### config.mk
export PLATFORM = sky130hd
export DESIGN_NAME = race_lap_capture_with_lockout
export DESIGN_NICKNAME = d
export VERILOG_FILES = /design/src/rtl/rlc_pkg.sv /design/src/rtl/rlc_eval.sv /design/src/rtl/race_lap_capture_with_lockout.sv
export SDC_FILE = /design/constraint.sdc
export NUM_CORES = 1
export LEC_CHECK = 0
export ABC_AREA = 1
export BUFFER_PORTS_ARGS = -buffer_cell sky130_fd_sc_hd__clkbuf_2
export CAP_MARGIN = 20
export CORE_UTILIZATION = 40
export CTS_BUF_LIST = sky130_fd_sc_hd__clkbuf_16
export CTS_CLUSTER_DIAMETER = 80
export CTS_CLUSTER_SIZE = 8
export DETAILED_ROUTE_END_ITERATION = 10
export PLACE_DENSITY = 0.55
export SLEW_MARGIN = 10
export SYNTH_ARGS = -nofsm -noshare
export SYNTH_HDL_FRONTEND = slang
export SYNTH_HIERARCHICAL = 1
export SYNTH_SLANG_ARGS = --single-unit
export TNS_END_PERCENT = 10
### constraint.sdc
create_clock -name aclk -period 8.4 [get_ports aclk]
set_clock_uncertainty 0.05 [all_clocks]
set_input_delay 0.42 -clock aclk [delete_from_list [all_inputs] [get_ports aclk]]
set_output_delay 0.42 -clock aclk [all_outputs]
set_load 0.01 [all_outputs]
### src/rtl/rlc_pkg.sv
`default_nettype none

package rlc_pkg;

    localparam int unsigned LANES_DEFAULT = 8;
    localparam int unsigned LANES_MAX     = 32;

    localparam int unsigned TIME_W   = 32;
    localparam int unsigned LANE_W   = 4;
    localparam int unsigned LOCK_W   = 16;

    localparam int unsigned CFG_IDX_W  = 1;
    localparam int unsigned CFG_DATA_W = LOCK_W;

    // s_axis tdata: lane[3:0], pin_low[4], now_ms[36:5], zero pad to 40
    localparam int unsigned S_TDATA_W = 40;
    // m_axis tdata: lane_out[3:0], lap_ms[35:4], zero pad to 40
    localparam int unsigned M_TDATA_W = 40;

    localparam logic [LOCK_W-1:0] STARTER_LOCKOUT_RST = 16'd1000;
    localparam logic [LOCK_W-1:0] LANE_LOCKOUT_RST    = 16'd3000;

    typedef enum logic [CFG_IDX_W-1:0] {
        REG_STARTER_LOCKOUT = 1'b0,
        REG_LANE_LOCKOUT    = 1'b1
    } rlc_reg_t;

    // Input command and output event kind share the same encoding
    typedef enum logic {
        KIND_START = 1'b0,
        KIND_LAP   = 1'b1
    } rlc_kind_t;

    typedef struct packed {
        logic start_hit;
        logic lap_hit;
    } rlc_hit_t;

endpackage

`default_nettype wire

### src/rtl/rlc_eval.sv
`default_nettype none

module rlc_eval #(
    parameter int unsigned LANES = rlc_pkg::LANES_DEFAULT,
    parameter int unsigned IDX_W = 3
) (
    input  wire logic                          cmd,
    input  wire logic [rlc_pkg::LANE_W-1:0]    lane,
    input  wire logic                          pin_low,
    input  wire logic [rlc_pkg::TIME_W-1:0]    now_ms,
    input  wire logic                          running,
    input  wire logic [rlc_pkg::TIME_W-1:0]    start_time,
    input  wire logic [rlc_pkg::TIME_W-1:0]    last_start,
    input  wire logic [rlc_pkg::TIME_W-1:0]    last_touch [LANES],
    input  wire logic [rlc_pkg::LOCK_W-1:0]    starter_lockout,
    input  wire logic [rlc_pkg::LOCK_W-1:0]    lane_lockout,
    output rlc_pkg::rlc_hit_t                  hit,
    output logic      [IDX_W-1:0]              lane_idx,
    output logic      [rlc_pkg::TIME_W-1:0]    elapsed
);

    logic [rlc_pkg::LANE_W-1:0] lane_m1;
    logic                       lane_ok;
    logic [rlc_pkg::TIME_W-1:0] start_gap;
    logic [rlc_pkg::TIME_W-1:0] touch_gap;

    assign lane_m1  = lane - rlc_pkg::LANE_W'(1);
    assign lane_idx = IDX_W'(lane_m1);
    assign lane_ok  = (lane != '0) && (32'(lane) <= 32'(LANES));

    // Gaps wrap modulo 2^32; lockout must be strictly exceeded
    assign start_gap = now_ms - last_start;
    assign touch_gap = lane_ok ? (now_ms - last_touch[lane_idx]) : '0;
    assign elapsed   = now_ms - start_time;

    always_comb begin
        hit.start_hit = (cmd == rlc_pkg::KIND_START) && !running && pin_low
                        && (start_gap > rlc_pkg::TIME_W'(starter_lockout));
        hit.lap_hit   = (cmd == rlc_pkg::KIND_LAP) && running && pin_low && lane_ok
                        && (touch_gap > rlc_pkg::TIME_W'(lane_lockout));
    end

endmodule

`default_nettype wire

### src/rtl/race_lap_capture_with_lockout.sv
`default_nettype none

// Race timer front end. Each transaction on s_axis is one falling edge from the
// starter (tuser 0) or from a lane touch pad (tuser 1) with its millisecond
// timestamp. A valid start moves the block to running and yields a start event;
// a valid touch while running yields the lane and the time since the start.
// Rejected edges (pin not low, lockout not passed, wrong state, lane out of
// range) produce no output. The block takes one transaction per cycle while
// s_axis_tready is high; an accepted input waits in the input register until the
// result register is free, then its result is loaded there and shown on m_axis. A
// stalled result holds the input register, and a second waiting input then
// drops s_axis_tready. Only reset returns the race to ready. The user must write
// lockout registers through cfg_* only while idle; the block itself does not enforce it.
module race_lap_capture_with_lockout #(
    parameter int unsigned LANES = rlc_pkg::LANES_DEFAULT
) (
    input  wire logic                              aclk,
    input  wire logic                              aresetn,

    input  wire logic                              cfg_wr_en,
    input  wire logic [rlc_pkg::CFG_IDX_W-1:0]     cfg_index,
    input  wire logic [rlc_pkg::CFG_DATA_W-1:0]    cfg_wdata,

    input  wire logic                              s_axis_tvalid,
    output logic                                   s_axis_tready,
    // lane[3:0], pin_low[4], now_ms[36:5], zero[39:37]
    input  wire logic [rlc_pkg::S_TDATA_W-1:0]     s_axis_tdata,
    // command[0]
    input  wire logic                              s_axis_tuser,

    output logic                                   m_axis_tvalid,
    input  wire logic                              m_axis_tready,
    // lane_out[3:0], lap_ms[35:4], zero[39:36]
    output logic      [rlc_pkg::M_TDATA_W-1:0]     m_axis_tdata,
    // event_kind[0]
    output logic                                   m_axis_tuser
);

    localparam int unsigned IDX_W = (LANES > 1) ? $clog2(LANES) : 1;
    localparam int unsigned T_W   = rlc_pkg::TIME_W;
    localparam int unsigned L_W   = rlc_pkg::LANE_W;

    logic [rlc_pkg::LOCK_W-1:0] starter_lockout_reg;
    logic [rlc_pkg::LOCK_W-1:0] lane_lockout_reg;

    logic             in_valid_reg;
    logic             in_cmd_reg;
    logic [L_W-1:0]   in_lane_reg;
    logic             in_pin_reg;
    logic [T_W-1:0]   in_now_reg;

    logic             running_reg;
    logic [T_W-1:0]   start_time_reg;
    logic [T_W-1:0]   last_start_reg;
    logic [T_W-1:0]   last_touch_reg [LANES];

    logic             out_valid_reg;
    logic             out_kind_reg;
    logic [L_W-1:0]   out_lane_reg;
    logic [T_W-1:0]   out_elapsed_reg;

    rlc_pkg::rlc_hit_t hit;
    logic [IDX_W-1:0]  lane_idx;
    logic [T_W-1:0]    elapsed;

    logic out_free;
    logic advance;
    logic s_take;

    assign out_free      = !out_valid_reg || m_axis_tready;
    assign advance       = in_valid_reg && out_free;
    assign s_axis_tready = !in_valid_reg || out_free;
    assign s_take        = s_axis_tvalid && s_axis_tready;

    rlc_eval #(
        .LANES (LANES),
        .IDX_W (IDX_W)
    ) u_eval (
        .cmd             (in_cmd_reg),
        .lane            (in_lane_reg),
        .pin_low         (in_pin_reg),
        .now_ms          (in_now_reg),
        .running         (running_reg),
        .start_time      (start_time_reg),
        .last_start      (last_start_reg),
        .last_touch      (last_touch_reg),
        .starter_lockout (starter_lockout_reg),
        .lane_lockout    (lane_lockout_reg),
        .hit             (hit),
        .lane_idx        (lane_idx),
        .elapsed         (elapsed)
    );

    always_ff @(posedge aclk) begin
        if (!aresetn) begin
            starter_lockout_reg <= rlc_pkg::STARTER_LOCKOUT_RST;
            lane_lockout_reg    <= rlc_pkg::LANE_LOCKOUT_RST;
        end else if (cfg_wr_en) begin
            case (cfg_index)
                rlc_pkg::REG_STARTER_LOCKOUT: starter_lockout_reg <= cfg_wdata;
                rlc_pkg::REG_LANE_LOCKOUT:    lane_lockout_reg    <= cfg_wdata;
                default: ;
            endcase
        end
    end

    // Input register
    always_ff @(posedge aclk) begin
        if (!aresetn) begin
            in_valid_reg <= 1'b0;
        end else if (s_take) begin
            in_valid_reg <= 1'b1;
        end else if (advance) begin
            in_valid_reg <= 1'b0;
        end
    end

    always_ff @(posedge aclk) begin
        if (s_take) begin
            in_cmd_reg  <= s_axis_tuser;
            in_lane_reg <= s_axis_tdata[L_W-1:0];
            in_pin_reg  <= s_axis_tdata[L_W];
            in_now_reg  <= s_axis_tdata[L_W+T_W:L_W+1];
        end
    end

    // Race state: commit only when the item leaves the input register
    always_ff @(posedge aclk) begin
        if (!aresetn) begin
            running_reg    <= 1'b0;
            start_time_reg <= '0;
            last_start_reg <= '0;
            for (int i = 0; i < LANES; i++) begin
                last_touch_reg[i] <= '0;
            end
        end else if (advance) begin
            if (hit.start_hit) begin
                running_reg    <= 1'b1;
                start_time_reg <= in_now_reg;
                last_start_reg <= in_now_reg;
            end
            if (hit.lap_hit) begin
                last_touch_reg[lane_idx] <= in_now_reg;
            end
        end
    end

    // Result register
    always_ff @(posedge aclk) begin
        if (!aresetn) begin
            out_valid_reg <= 1'b0;
        end else if (out_free) begin
            out_valid_reg <= advance && (hit.start_hit || hit.lap_hit);
        end
    end

    always_ff @(posedge aclk) begin
        if (advance && (hit.start_hit || hit.lap_hit)) begin
            if (hit.lap_hit) begin
                out_kind_reg    <= rlc_pkg::KIND_LAP;
                out_lane_reg    <= in_lane_reg;
                out_elapsed_reg <= elapsed;
            end else begin
                out_kind_reg    <= rlc_pkg::KIND_START;
                out_lane_reg    <= '0;
                out_elapsed_reg <= '0;
            end
        end
    end

    assign m_axis_tvalid = out_valid_reg;
    assign m_axis_tuser  = out_kind_reg;
    assign m_axis_tdata  = {(rlc_pkg::M_TDATA_W - L_W - T_W)'(0), out_elapsed_reg, out_lane_reg};

endmodule

`default_nettype wire

======== Yosys cells after proc, flatten, opt, wreduce, memory -nomap -nowiden ========
Cells that the tools add are included.
operators by class
  $add $sub $neg .......................... 3
  multipliers ............................. 0
  div/mod/pow operators ................... 0
  order comparisons ....................... 5
  eq/ne operators ......................... 0
  shift-type cells ........................ 0
  mux-type cells .......................... 10
  bitwise operators ....................... 3
  reductions and logical operators ........ 24
operators with widths
  operator               count
  $bwmux W256            1
  $mux W32               4
  $bmux W32 S3           1
  $demux W32 S3          1
  $gt A32 B16 Y1         2
  $sub A32 B32 Y32       2
  $logic_and A1 B1 Y1    12
  $reduce_and A2 Y1      4
  $ge A4 B4 Y1 const B   1
  $le A4 B4 Y1 const B   1
  $lt A4 B1 Y1 const B   1
  $not A3 Y4             1
  $reduce_bool A4 Y1     1
  $logic_not A1 Y1       3
  $logic_or A1 B1 Y1     3
  $mux W1                3
  $sub A3 B1 Y3 const B  1
  $not A1 Y1             2
  $reduce_bool A2 Y1     1
storage, ports and cells
  register bits after elaboration ......... 398
  latch bits .............................. 0
  memory bits (writable) .................. 0
  bits in read-only memories .............. 0
  input port bits ......................... 63
  output and inout bits ................... 43
  word-level logic and storage cells ...... 66
  memories ................................ 0

======== Longest topological paths before layout ========
Gate-level depths: netlist of the first run.
  word-level depth ........................ 11
  gate-level depth with buffers ........... 45
  mapped depth without buffers ............ 37

======== Hierarchy ========
Netlist of the first run, hierarchy kept.
modules (own cells, without submodules)
  module                         times used  cells an instance  area each (um^2)  sequential area each (um^2)
  race_lap_capture_with_lockout  1           1863               14910.6           8718.4
  rlc_eval                       1           1966               9855.7            0.0

======== Least setup slack after synthesis of the first run ========
No wires, ideal clock.
  path kind ............................... reg2reg
  from .................................... reg in_lane_reg[0]
  to ...................................... reg out_kind_reg (netlist: m_axis_tuser), enable pin
  library setup time ...................... 395 ps
  arrival time ............................ 6025 ps
  required time ........................... 7955 ps
  path slack .............................. 1931 ps
  cell stages (with the launch flop) ...... 41
  path buffers ............................ 8
  clock period less this slack ............ 6469 ps
  cell sequence ........................... edfxtp_1 > inv_1 > buf_2 > buf_2 > clkbuf_1 > ha_1 > buf_2 > inv_1 > buf_2 > clkbuf_1 > o21ai_0 > o221ai_1 > o21ai_1 > ha_1 > nand2_1 > nand2_1 > inv_1 > nand2_2 > [... 5 more ...] > a21oi_1 > ha_1 > nand2_1 > nor2_1 > nand3_1 > nor2_1 > nand2_1 > nand3_1 > nand2_1 > nand3_1 > nor2_1 > nand3_1 > nor2_1 > a21oi_1 > buf_4 > nand3_2 > buf_12 > nand2_1
RTL lines
  element                 RTL line                              RTL
  from (decl)             race_lap_capture_with_lockout.sv:48   logic [L_W-1:0] in_lane_reg;
  from (signal assigned)  race_lap_capture_with_lockout.sv:121  in_lane_reg <= s_axis_tdata[L_W-1:0];
  to (signal assigned)    race_lap_capture_with_lockout.sv:160  out_kind_reg <= rlc_pkg::KIND_LAP;
  to (signal assigned)    race_lap_capture_with_lockout.sv:164  out_kind_reg <= rlc_pkg::KIND_START;
  to (decl)               race_lap_capture_with_lockout.sv:58   logic out_kind_reg;

==> metrics list, run 1 <==
- Clock tree from TritonCTS: built
- Worst-path fanout max: 38
* Critical hold path startpoint: s_axis_tdata[3]
- Detailed placement ended at an HPWL of slightly above 50 mm.
* Clock latency on the worst-skew pair: 0.61 ns
- Main flop type after synthesis: dfxtp_1
- VDD sags by at most 0.000154 V.
* Biggest area contributors in the synthesized netlist: dfxtp_1 26%, nand2_1 18%, nor2_1 12%
* Sum of overflow across all layers after global routing: 0
- The clock period could shrink to 6.92 ns.
- Number of violations of the max-capacitance limit: 0
- The slowest stage of the critical path belongs to the cell o21ai_0.
* Startpoint of the worst-slack reg-to-reg timing path: in_lane_reg[0]
- Pin placement for this block handled roughly 110 I/O pins.
- Cell total after placement: roughly 4,600
- Max-slew headroom at the worst pin: 0.333
- The count of pins over their slew limit came to 0.
- For this run, design rule violations remaining after detail routing come to 0.
- Footprint of the flip-flops and latches: 8720 um^2
- After synthesis, the netlist uses 50 different library cells.
* Final-layout setup total negative slack: 0 ns
- Depth of the worst hold-timing path: 1
* Depth of the worst register-to-register path: 34
- The first global-routing pass estimated 117 mm of wire.
- DIE WIDTH: 251 um
* Flops & latches, synth: slightly below 400
* Crit Path Category: flip-flop to flip-flop
- Static timing analysis puts the maximum clock frequency at 0.145 GHz.
- Counting the fill cells in the layout gives 6,519.
- Synthesized netlist cell count: 3,829
- Syn Std Cell Area: ~25,000 um^2
* Count of port buffers added during placement: 98
* Core region area: 60,800 um^2
- Gates resized, CTS repair: 0
- In the final layout, the multi-input gates occupy 13,400 um^2.
- Largest delay share family, worst path: simple AND/OR/NAND/NOR gates
- Dividing the synthesized area by the synthesized cell count gives between 6 and 7 um^2.
- Via count of the first global-routing pass: 21,700
- Setup repair after global routing left no endpoint under its margin.
* Final period util: 0.824
* Initial antenna violation count: 0
* Starting density of the core: 0.407
- For the pin with the worst max-slew slack, the measured transition is 0.999 ns.
* Required time at the endpoint of the critical path: 8.85 ns
- Of the synthesized area, sequential elements account for 0.352.
- Final ANT Viol Nets: 0
- Counting stages on the worst path, the most repeated cell is nand2_1.
- At the end of routability-driven placement, the weighted congestion stood at 0.927.
* Yosys warnings: 6
* # setup viols final: 0
- The clock passes through at most 3 buffers.
* Number of sinks handled by clock tree synthesis: 398
- Number of violations reported at the end of detailed-routing iteration 0: 1,383
- Final Instance Area: 27,600 um^2
* Power per cell area: 184 nW/um^2
- The net count of the finished layout is 4,101.
- Element type at the critical path start: flip-flop
- Compared with the post-synthesis result, the final layout area differs by 11.5%.
* Buffers & Inverters on Critical Path: 5
- After detailed routing, the number of vias per cell comes to 4.91.
- On the worst path, the slowest cell contributes a delay of 0.65 ns.
- The pre-antenna-repair detailed-routing pass consisted of 6 iterations.
* Dominant cell type by area after synthesis: dfxtp_1
* Register clock-pin slew on the reported worst setup and hold paths: about 0.05 ns
* Sum of internal, switching and leakage power: 5.08 mW
* Cell row count: 90
* Count of H-tree levels built during CTS: 2
- Die height: 251 um
- Of the cells placed in the final design, the portion with a size suffix greater than 1 is 0.0675.
- The path with the worst hold slack has its endpoint at in_lane_reg[3].
* Root buffer cell: clkbuf_16
- After detailed routing, the average wire length per cell comes to 15.7 um.
* Worst flop-to-flop path endpoint: last_touch_reg[196]
- Total length of routed wires: roughly 74 mm
- Clock buffers created by TritonCTS: 56
- For this block, the via count after detailed routing is 23,100.
* Synth top area share: 0.261
- Worst-case register-to-register setup slack: 1.48 ns
- Data arrival at the endpoint of the critical path: approximately 7.4 ns
- Non-filler cells in the finished layout: approximately 4,700
* Overall Global Routing Usage: 0.233
- Count of flip-flops with a built-in enable after synthesis: 75
- Largest net degree at the start of global routing: 162
* Placed instance area: between 20,000 and 30,000 um^2
- The run finished with clean final reports.
- The die covers 62,900 um^2.
- Nature of the critical path endpoint: flip-flop
* Hold crit path type: input pin to flip-flop
- After synthesis, the share of flip-flops with an asynchronous set or reset is 0.
* Number of flip-flops in the largest register: 256
* Static leakage: ~13 nW
- Hold Violations, Final: 0
==> worst register-to-register path, delay by kind of cell, from the launching register on <==
family | cells | cell delay, ns
DFF | 1 | 0.43
adders and majority gates | 3 | 0.87
xor gates and xnor gates | 1 | 0.45
AOI/OAI and AO/OA | 5 | 1.37
and+or+nand+nor | 20 | 2.43
buffers and inverters | 5 | 1.22
==> per-layer routing <==
layer / up-vias / part of all wire / GRT usage
met4: 0 / 0.032 / 0.0838
met2: 523 / 0.48 / 0.407
met1: 10400 / 0.45 / 0.292
met3: 138 / 0.046 / 0.0314
li1: 12100 / - / -
met5: - / 0 / 0
==> repair_timing <==
item,4_1_cts,5_1_grt
setup buffers,0,0
hold buffers,43,0
endpoints found under the setup margin,0,0
hold endpoints to repair,43,0
==> cell families (layout without fill, tap and decap cells) <==
group | count (synthesis) | after routing | synth area share
AND/OR/NAND/NOR | 2192 | 2192 | 0.353
other | 1 | 5 | 0.000151
AO/OA/AOI/OAI | 442 | 442 | 0.0995
XOR/XNOR | 51 | 51 | 0.0180
buffers and inverters | 614 | 709 | 0.110
flip-flops | 398 | 398 | 0.352
adder cells (fa/ha/maj) | 131 | 131 | 0.0671
==> through the flow <==
step	util	setup slack [ns]	hold slack, ns
6_report	0.454	1.48	0.0404
3_3_place_gp	0.421	1.57	0.389
2_1_floorplan	-	1.93	0.379
4_1_cts	0.454	1.51	0.0140
3_5_place_dp	0.421	1.55	0.398
5_1_grt	0.454	0.955	0.0118
==> synthesized netlist by cell type, types with 34 or more instances <==
library cell and number:
inv_1 439, o21ai_0 187, xor2_1 34, clkbuf_1 72
nand2_1 1155, dfxtp_1 323, nor2_1 819, edfxtp_1 75
buf_6 48, a21oi_1 131, nand3_1 130, ha_1 128
==> layout make-up <==
type	count	share of cell area
Timing Repair Buffer	172	0.0466
Sequential cell	398	0.316
Clock inverter	21	0.00435
Clock buffer	57	0.0517
Multi-Input combinational cell	2820	0.484
Tap cell	782	0.0354
Inverter	459	0.0625
Antenna cell	1	0.0000906
==> layout by cell type, fill, tap and decap left out, drive strengths merged, types with 34 or more instances in the layout <==
master and instances:
nor2 838, clkbuf 155, dlygate4sd3 43, dfxtp 323
o21ai 214, inv 473, nand3 136, a21oi 134
edfxtp 75, ha 128, nand2 1167, xor2 34
==> where the power goes <==
group          leakage [nW]  switching (mW)  internal, mW  total, mW
combinational          8.89           0.692         0.347       1.04
sequential             3.37          0.0376          1.98       2.01
clock                 0.812           0.833          1.19       2.03
==> how the worst max path moves through the flow <==
stage	start	end	slack, ns	cells after the start
2_1_floorplan	in_lane_reg[0]	m_axis_tuser	1.93	40
3_3_place_gp	in_lane_reg[0]	last_touch_reg[196]	1.57	34
3_5_place_dp	in_lane_reg[0]	last_touch_reg[200]	1.55	34
4_1_cts	in_lane_reg[0]	last_touch_reg[197]	1.51	34
5_1_grt	in_lane_reg[0]	last_touch_reg[199]	0.96	34
6_report	in_lane_reg[0]	last_touch_reg[196]	1.48	34
(Power assumes the default switching activity.)
==> inputs of run 2 (changes only) <==
- ABC_AREA: 1 -> 0
- clock period: 8.4 -> 6.68 ns (I/O delays scaled with it)
==> metrics list, run 2 <==
- Run status: finished clean
- The initial utilization of the core area, before any placement, comes to 0.407.
* Max-slew violation total from the final report: 0
* Core region area: roughly 54,000 um^2
* Last weighted congestion value of the routability-driven placer: between 0.9 and 1
* Area overhead of the layout relative to synthesis: 20.2%
- Non-filler cells in the finished layout: 3,190
* Buffers & Inverters on Critical Path: 7
* Sum of internal, switching and leakage power: 5.96 mW
* IO Count: around 110
- Number of flip-flops in the largest register: 256
- Worst flop-to-flop path endpoint: last_touch_reg[71]
- Total DRC errors in the routed layout: 0
- Of all flip-flops after synthesis, the portion carrying an async set or reset was 0.
* Hold Violations, Final: 0
- Depth of the worst register-to-register path: 30
- The share of synthesized area in the top cell type comes to 0.293.
- The tool flagged a number of max-cap violations equal to 0.
- Dominant cell type by area after synthesis: dfxtp_1
- Average wire length per cell after detail routing: 19.1 um
- Once detail routing completed, the nets flagged for antenna violations numbered 0.
* Mean area per synthesized cell: 9.80 um^2
- Most used standard cells in the synthesized netlist: 436 x nand2_1, 324 x mux2i_1, 323 x dfxtp_1
- The first TritonRoute pass finished after 6 iterations.
- Critical path depth: 30
- Area occupied by multi-input gates: 12,500 um^2
* Total number of nets in the final design: 2,668
- Overall Global Routing Usage: 0.211
* Highest ir drop seen on vdd: 0.000196 V
* Clock latency on the worst-skew pair: 0.64 ns
- Biggest area contributors in the synthesized netlist: dfxtp_1 29%, mux2i_1 15%, edfxtp_1 10%
- After detailed routing, the total wire length is 61.0 mm.
* Clock buffers created by TritonCTS: 56
* Syn Std Cell Area: approximately 22,000 um^2
- Element type at the critical path start: flip-flop
- Power per cell area: 224 nW/um^2
- Counting the fill cells in the layout gives 4,949.
* Drt via density: 5.37
- Yosys warnings: 6
- Shortest clock period the worst path allows after layout: 6.66 ns
- The share of the Yosys chip area taken by registers is 0.395.
- Sum of overflow across all layers after global routing: 0
* Clock tree from TritonCTS: built
* Nature of the critical path endpoint: flip-flop
* Count of port buffers added during placement: 98
* Detail Placement HPWL: between 40 and 50 mm
* Max-slew headroom at the worst pin: 0.302
* Static leakage: between 10 and 15 nW
- Biggest cell delay along the critical path: 0.59 ns
- Top library cells by usage in the layout, fill and taps aside: 436 x nand2_1, 323 x dfxtp_1, 318 x mux2i_1
- Counting tap cells, the placed design contains a total of around 3,000 instances.
- Among all flip-flop cells after synthesis, the most frequent one is dfxtp_1.
- Setup violations remaining at the end of the flow were counted as 0.
- Slowest cell on the critical path: or4_4
- Die height: 237 um
- In this run the critical register-to-register path is launched from in_lane_reg[0].
- Final period util: 0.996
* Leading cell type in the layout, fill and taps excluded: nand2_1
- For the pin with the worst max-slew slack, the measured transition is between 1 and 1.5 ns.
* Fmax: roughly 0.15 GHz
- Setup repair after global routing could not meet its margin everywhere.
* Synthesized netlist cell count: 2,254
- The sequential cells in the finished layout cover a total of 8720 um^2.
- Across all layers, the routed design uses 17,100 vias.
* Required time at the endpoint of the critical path: ~7.1 ns
- Count of flip-flops with a built-in enable after synthesis: 75
- Hold crit path type: input pin to flip-flop
* Maximum root-to-sink buffer count: 3
* Global-route wire length before repair: ~93 mm
- DIE WIDTH: 237 um
* Most common cell in the netlist: nand2_1
- Number of sinks handled by clock tree synthesis: 398
* Flops & latches, synth: around 400
- For flop-to-flop paths, the worst setup slack is 0.02 ns.
- By instance count, the cell type seen most on the critical path is buf_4.
- Beginning of the critical path: in_lane_reg[0]
- Entering global routing, the biggest net connects 177 pins.
* Critical hold path startpoint: m_axis_tready
- Count of H-tree levels built during CTS: 2
- Register clock-pin slew on the reported worst setup and hold paths: 0.05 ns
- Data arrives at the worst endpoint at 7.05 ns.
* Netlist cell types: 75
- Via count of the first global-routing pass: 17,000
- The critical path is of the flip-flop to flip-flop type.
- Count of inserted antenna diode cells: 0
- Initial antenna violation count: 2
- In the final layout, the share of cells above drive strength 1 is 0.161.
- Largest delay share family, worst path: simple AND/OR/NAND/NOR gates
- Along the worst path, the maximum fanout reaches 11.
- The die covers 56,200 um^2.
* CP Capture Point: last_touch_reg[71]
- Cell row count: 85
- Number of violations reported at the end of detailed-routing iteration 0: 909
- The root buffer cell chosen for the clock tree is clkbuf_16.
==> run 2: changes by cell type after synthesis, moves of 64 or more <==
cell / delta
nor2_1: -749
nand2_1: -719
mux2i_1: +324
inv_1: -310
o21ai_0: -139
nand3_1: -93
mux4_2: +64
==> run 2: worst min-delay path by stage <==
stage,to,slack [ns],depth (start not counted)
global placement,last_touch_reg[239],0.39,2
floorplan,last_touch_reg[192],0.38,2
CTS,m_axis_tvalid,0.09,3
detailed placement,last_touch_reg[206],0.39,2
finish,m_axis_tvalid,0.12,3
global route,m_axis_tvalid,0.1,3
==> run 2: timing repair <==
| item | in CTS | in global routing |
|---|---|---|
| setup endpoints to repair | 207 | 331 |
| pin swaps | 5 | 17 |
| hold endpoints to repair | 71 | 0 |
| hold buffers | 55 | 0 |
| gates resized for setup | 5 | 44 |
| cloned | 0 | 5 |
| setup buffers | 4 | 17 |
==> run 2: layer usage <==
layer,track usage,part of all wire,vias to the layer above
met4,0.0614,0.024,0
met1,0.289,0.48,8294
met3,0.0305,0.044,91
li1,-,-,8365
met2,0.346,0.46,375
met5,0,0,-
==> run 2: metrics by stage <==
stage	setup WS, ns	util	hold slack (ns)	setup TNS [ns]	cell area, um^2
finish	0.0244	0.490	0.117	0	26600
detailed placement	-0.0814	0.440	0.393	-4.47	23900
CTS	0.00654	0.481	0.0944	0	26100
floorplan	0.0180	-	0.382	0	22200
global placement	-0.0429	0.440	0.389	-1.83	23900
global route	-0.244	0.490	0.0976	-37.62	26600
==> run 2: kinds of logic (layout without fill, tap and decap cells) <==
kind of cell / Yosys count / after routing / share of synthesized area
multiplexers: 390 / 390 / 0.213
adder cells (fa/ha/maj): 131 / 131 / 0.0752
other: 1 / 4 / 0.000170
buffers and inverters: 247 / 483 / 0.0521
XOR/XNOR: 71 / 71 / 0.0281
AND/OR/NAND/NOR: 705 / 705 / 0.144
AO/OA/AOI/OAI: 311 / 312 / 0.0925
flip-flops: 398 / 398 / 0.395
==> run 2: layout make-up <==
type,instances,area share
well taps,696,0.0328
repair buffers,276,0.0922
clock buffers,57,0.0537
flip-flops and latches,398,0.328
clock inverters,21,0.00607
inverters,129,0.0182
multi-input cells,1613,0.469
==> run 2: worst register-to-register path: cells and delay by family (launching register included) <==
kind,cells,cell delay (ns)
buf+inv,7,1.05
mux,3,0.83
simple gates,11,2.16
xor+xnor,1,0.15
fa+ha+maj,2,0.59
compound gates,6,1.23
flops,1,0.43
==> run 2: power breakdown <==
| group | switching, mW | total, mW | internal [mW] | leakage (nW) |
|---|---|---|---|---|
| clock network | 1.08 | 2.59 | 1.51 | 0.827 |
| logic | 0.487 | 0.846 | 0.358 | 7.08 |
| registers | 0.0400 | 2.53 | 2.49 | 3.37 |
==> inputs of run 3 (changes only) <==
- SETUP_SLACK_MARGIN: default -> 0.15
==> metrics list, run 3 (synthesized netlist as in run 2, its figures left out) <==
- Nature of the critical path endpoint: flip-flop
- Finished Core Util: 0.492
* Number of violations of the max-capacitance limit: 0
* Net switching power: 1.60 mW
- Footprint of the flip-flops and latches: 8720 um^2
- Total length of routed wires: 62.0 mm
* Flop pwr share: 0.426
* Overall Global Routing Usage: 0.217
* Top library cells by usage in the layout, fill and taps aside: 436 x nand2_1, 323 x dfxtp_1, 320 x mux2i_1
- Detail Placement HPWL: approximately 43 mm
* Unrepaired setup endpoints after global routing: true
- Among cell families on the critical path, the largest total delay comes from compound AO/OA/AOI/OAI gates.
- Cell row count: 85
- Sum of internal, switching and leakage power: about 5.9 mW
- Global-route wire length before repair: 95.2 mm
- Highest ir drop seen on vdd: 0.000208 V
- Crit path top cell by count: nor2_1
- Shortest clock period the worst path allows after layout: approximately 6.5 ns
* Depth of the worst hold-timing path: 3
* Transition time at the pin with the least slew margin: 1.03 ns
* Count of H-tree levels built during CTS: 2
- In this run, CTS created clock tree buffers numbering 56.
- The worst register-to-register path has a setup slack of 0.15 ns.
- The internal power of the cells totals about 4.3 mW.
- The first detailed-routing pass ran for 6 iterations.
- Final Instance Area: approximately 27,000 um^2
- The register with the most flip-flops in the layout has 256 of them.
- Depth of the worst register-to-register path: 31
- After clock tree synthesis, the clock-pin slew on the worst setup and hold paths is 0.06 ns.
* Number of sinks handled by clock tree synthesis: between 300 and 400
- At the worst endpoint, the arrival time is ~7 ns.
- Of the cells placed in the final design, the portion with a size suffix greater than 1 is 0.165.
- Part of the power in the clock network: 0.430
* Clock latency on the worst-skew pair: 0.64 ns
- Area occupied by multi-input gates: 12,500 um^2
* Critical hold path startpoint: aresetn
* Starting density of the core: 0.407
* Worst Hold Endpoint: last_touch_reg[207]
- Power per cell area: 223 nW/um^2
- Drt via density: approximately 5.4
- Largest net degree at the start of global routing: 200
- Core region area: 54,200 um^2
* Total number of nets in the final design: 2,674
* Worst slack at placement: -0.253 ns
- Max-slew headroom at the worst pin: 0.313
- Average wire length per cell after detail routing: ~19 um
* Overall via count from detail_route: 17,100
* Last weighted congestion value of the routability-driven placer: 0.894
* Via count of the first global-routing pass: between 15,000 and 20,000
* Slowest cell on the critical path: or4_4
- Setup violations remaining at the end of the flow were counted as 0.
- Total DRC errors in the routed layout: 0
- Root buffer cell: clkbuf_16
* Comb power frac: 0.144
* Count of port buffers added during placement: between 90 and 100
- Measured along the x axis, the die boundary spans 237 um.
* Count of inserted antenna diode cells: 0
* Startpoint of the worst-slack reg-to-reg timing path: in_lane_reg[0]
- In this run the critical register-to-register path is captured at last_touch_reg[100].
* Die height: roughly 240 um
* Clock tree from TritonCTS: built
* Worst-path fanout max: 20
- Area of the die: 56,200 um^2
- The initial antenna violation count was 0.
- Pin placement for this block handled 106 I/O pins.
- The run finished with clean final reports.
- Leading cell type in the layout, fill and taps excluded: nand2_1
* Switching Fraction: 0.270
- Crit Path Category: flip-flop to flip-flop
- After filler insertion, the fill cell instance count of the layout stands at 4,922.
- Fmax: 0.153 GHz
- Adding up every negative setup slack in the final design gives 0 ns.
- Together, buffers and inverters on the worst path number 7.
- STA puts the critical path data required time at 7.09 ns.
- Placed instance area: around 24,000 um^2
- Area overhead of the layout relative to synthesis: 20.7%
* Maximum root-to-sink buffer count: 3
- Sum of overflow across all layers after global routing: 0
* Max-slew violation total from the final report: 0
* Hold crit path type: input pin to flip-flop
- In this run the remaining antenna-violating nets after routing total 0.
* Biggest cell delay along the critical path: around 0.44 ns
* Crit path setup slack, layout: 0.149 ns
- Hold Violations, Final: 0
- Static leakage: 11.3 nW
* Number of violations reported at the end of detailed-routing iteration 0: 1,155
- Dividing the final minimum period by the clock period gives 0.978.
- Element type at the critical path start: flip-flop
-- run 3: repair_timing --
item	CTS	global route
endpoints found under the hold margin	70	0
hold buffers	55	0
pin swaps	15	7
endpoints found under the setup margin	331	331
resized for setup	48	13
buffers inserted	12	5
cloned	1	5
-- run 3: per-layer routing --
layer,track usage,routed length (um)
met4,0.0612,1570
met5,0,0
met1,0.294,29400
met3,0.0305,2710
met2,0.359,28400
-- run 3: metrics by stage --
stage	std cells	hold WS, ns
after floorplan	2257	0.382
after global placement	3040	0.389
after detailed placement	3040	0.397
after CTS	3188	0.0542
after global routing	3198	0.0771
final	3198	0.0662
-- run 3: power by group through the flow --
stage	sequential, mW	combinational, mW	clock (mW)
floorplan	2.56	0.549	0
global placement	2.57	0.771	0
detailed placement	2.57	0.782	0
CTS	2.53	0.845	2.62
global route	2.53	0.937	2.72
finish	2.53	0.857	2.56
-- run 3: layout make-up --
cell class | count | area share
clock buffers | 56 | 0.0525
clock inverters | 24 | 0.00643
inverters | 129 | 0.0182
multi-input cells | 1614 | 0.469
flip-flops and latches | 398 | 0.327
well taps | 696 | 0.0326
repair buffers | 281 | 0.0947
-- run 3: how the worst max path moves through the flow --
stage / cells after the start / slack [ns] / endpoint / from
2_1_floorplan: 30 / 0.16 / m_axis_tvalid / in_lane_reg[0]
3_3_place_gp: 29 / -0.24 / last_touch_reg[102] / in_lane_reg[0]
3_5_place_dp: 29 / -0.25 / last_touch_reg[113] / in_lane_reg[0]
4_1_cts: 31 / 0.11 / last_touch_reg[99] / in_lane_reg[0]
5_1_grt: 31 / -0.13 / last_touch_reg[104] / in_lane_reg[0]
6_report: 31 / 0.15 / last_touch_reg[100] / in_lane_reg[0]
-- run 3: tightest hold or removal path, delay by kind of cell --
family / cells / cell delay, ns
multiplexers: 1 / 0.05
AND/OR/NAND/NOR: 1 / 0.11
buffers and inverters: 1 / 0.19
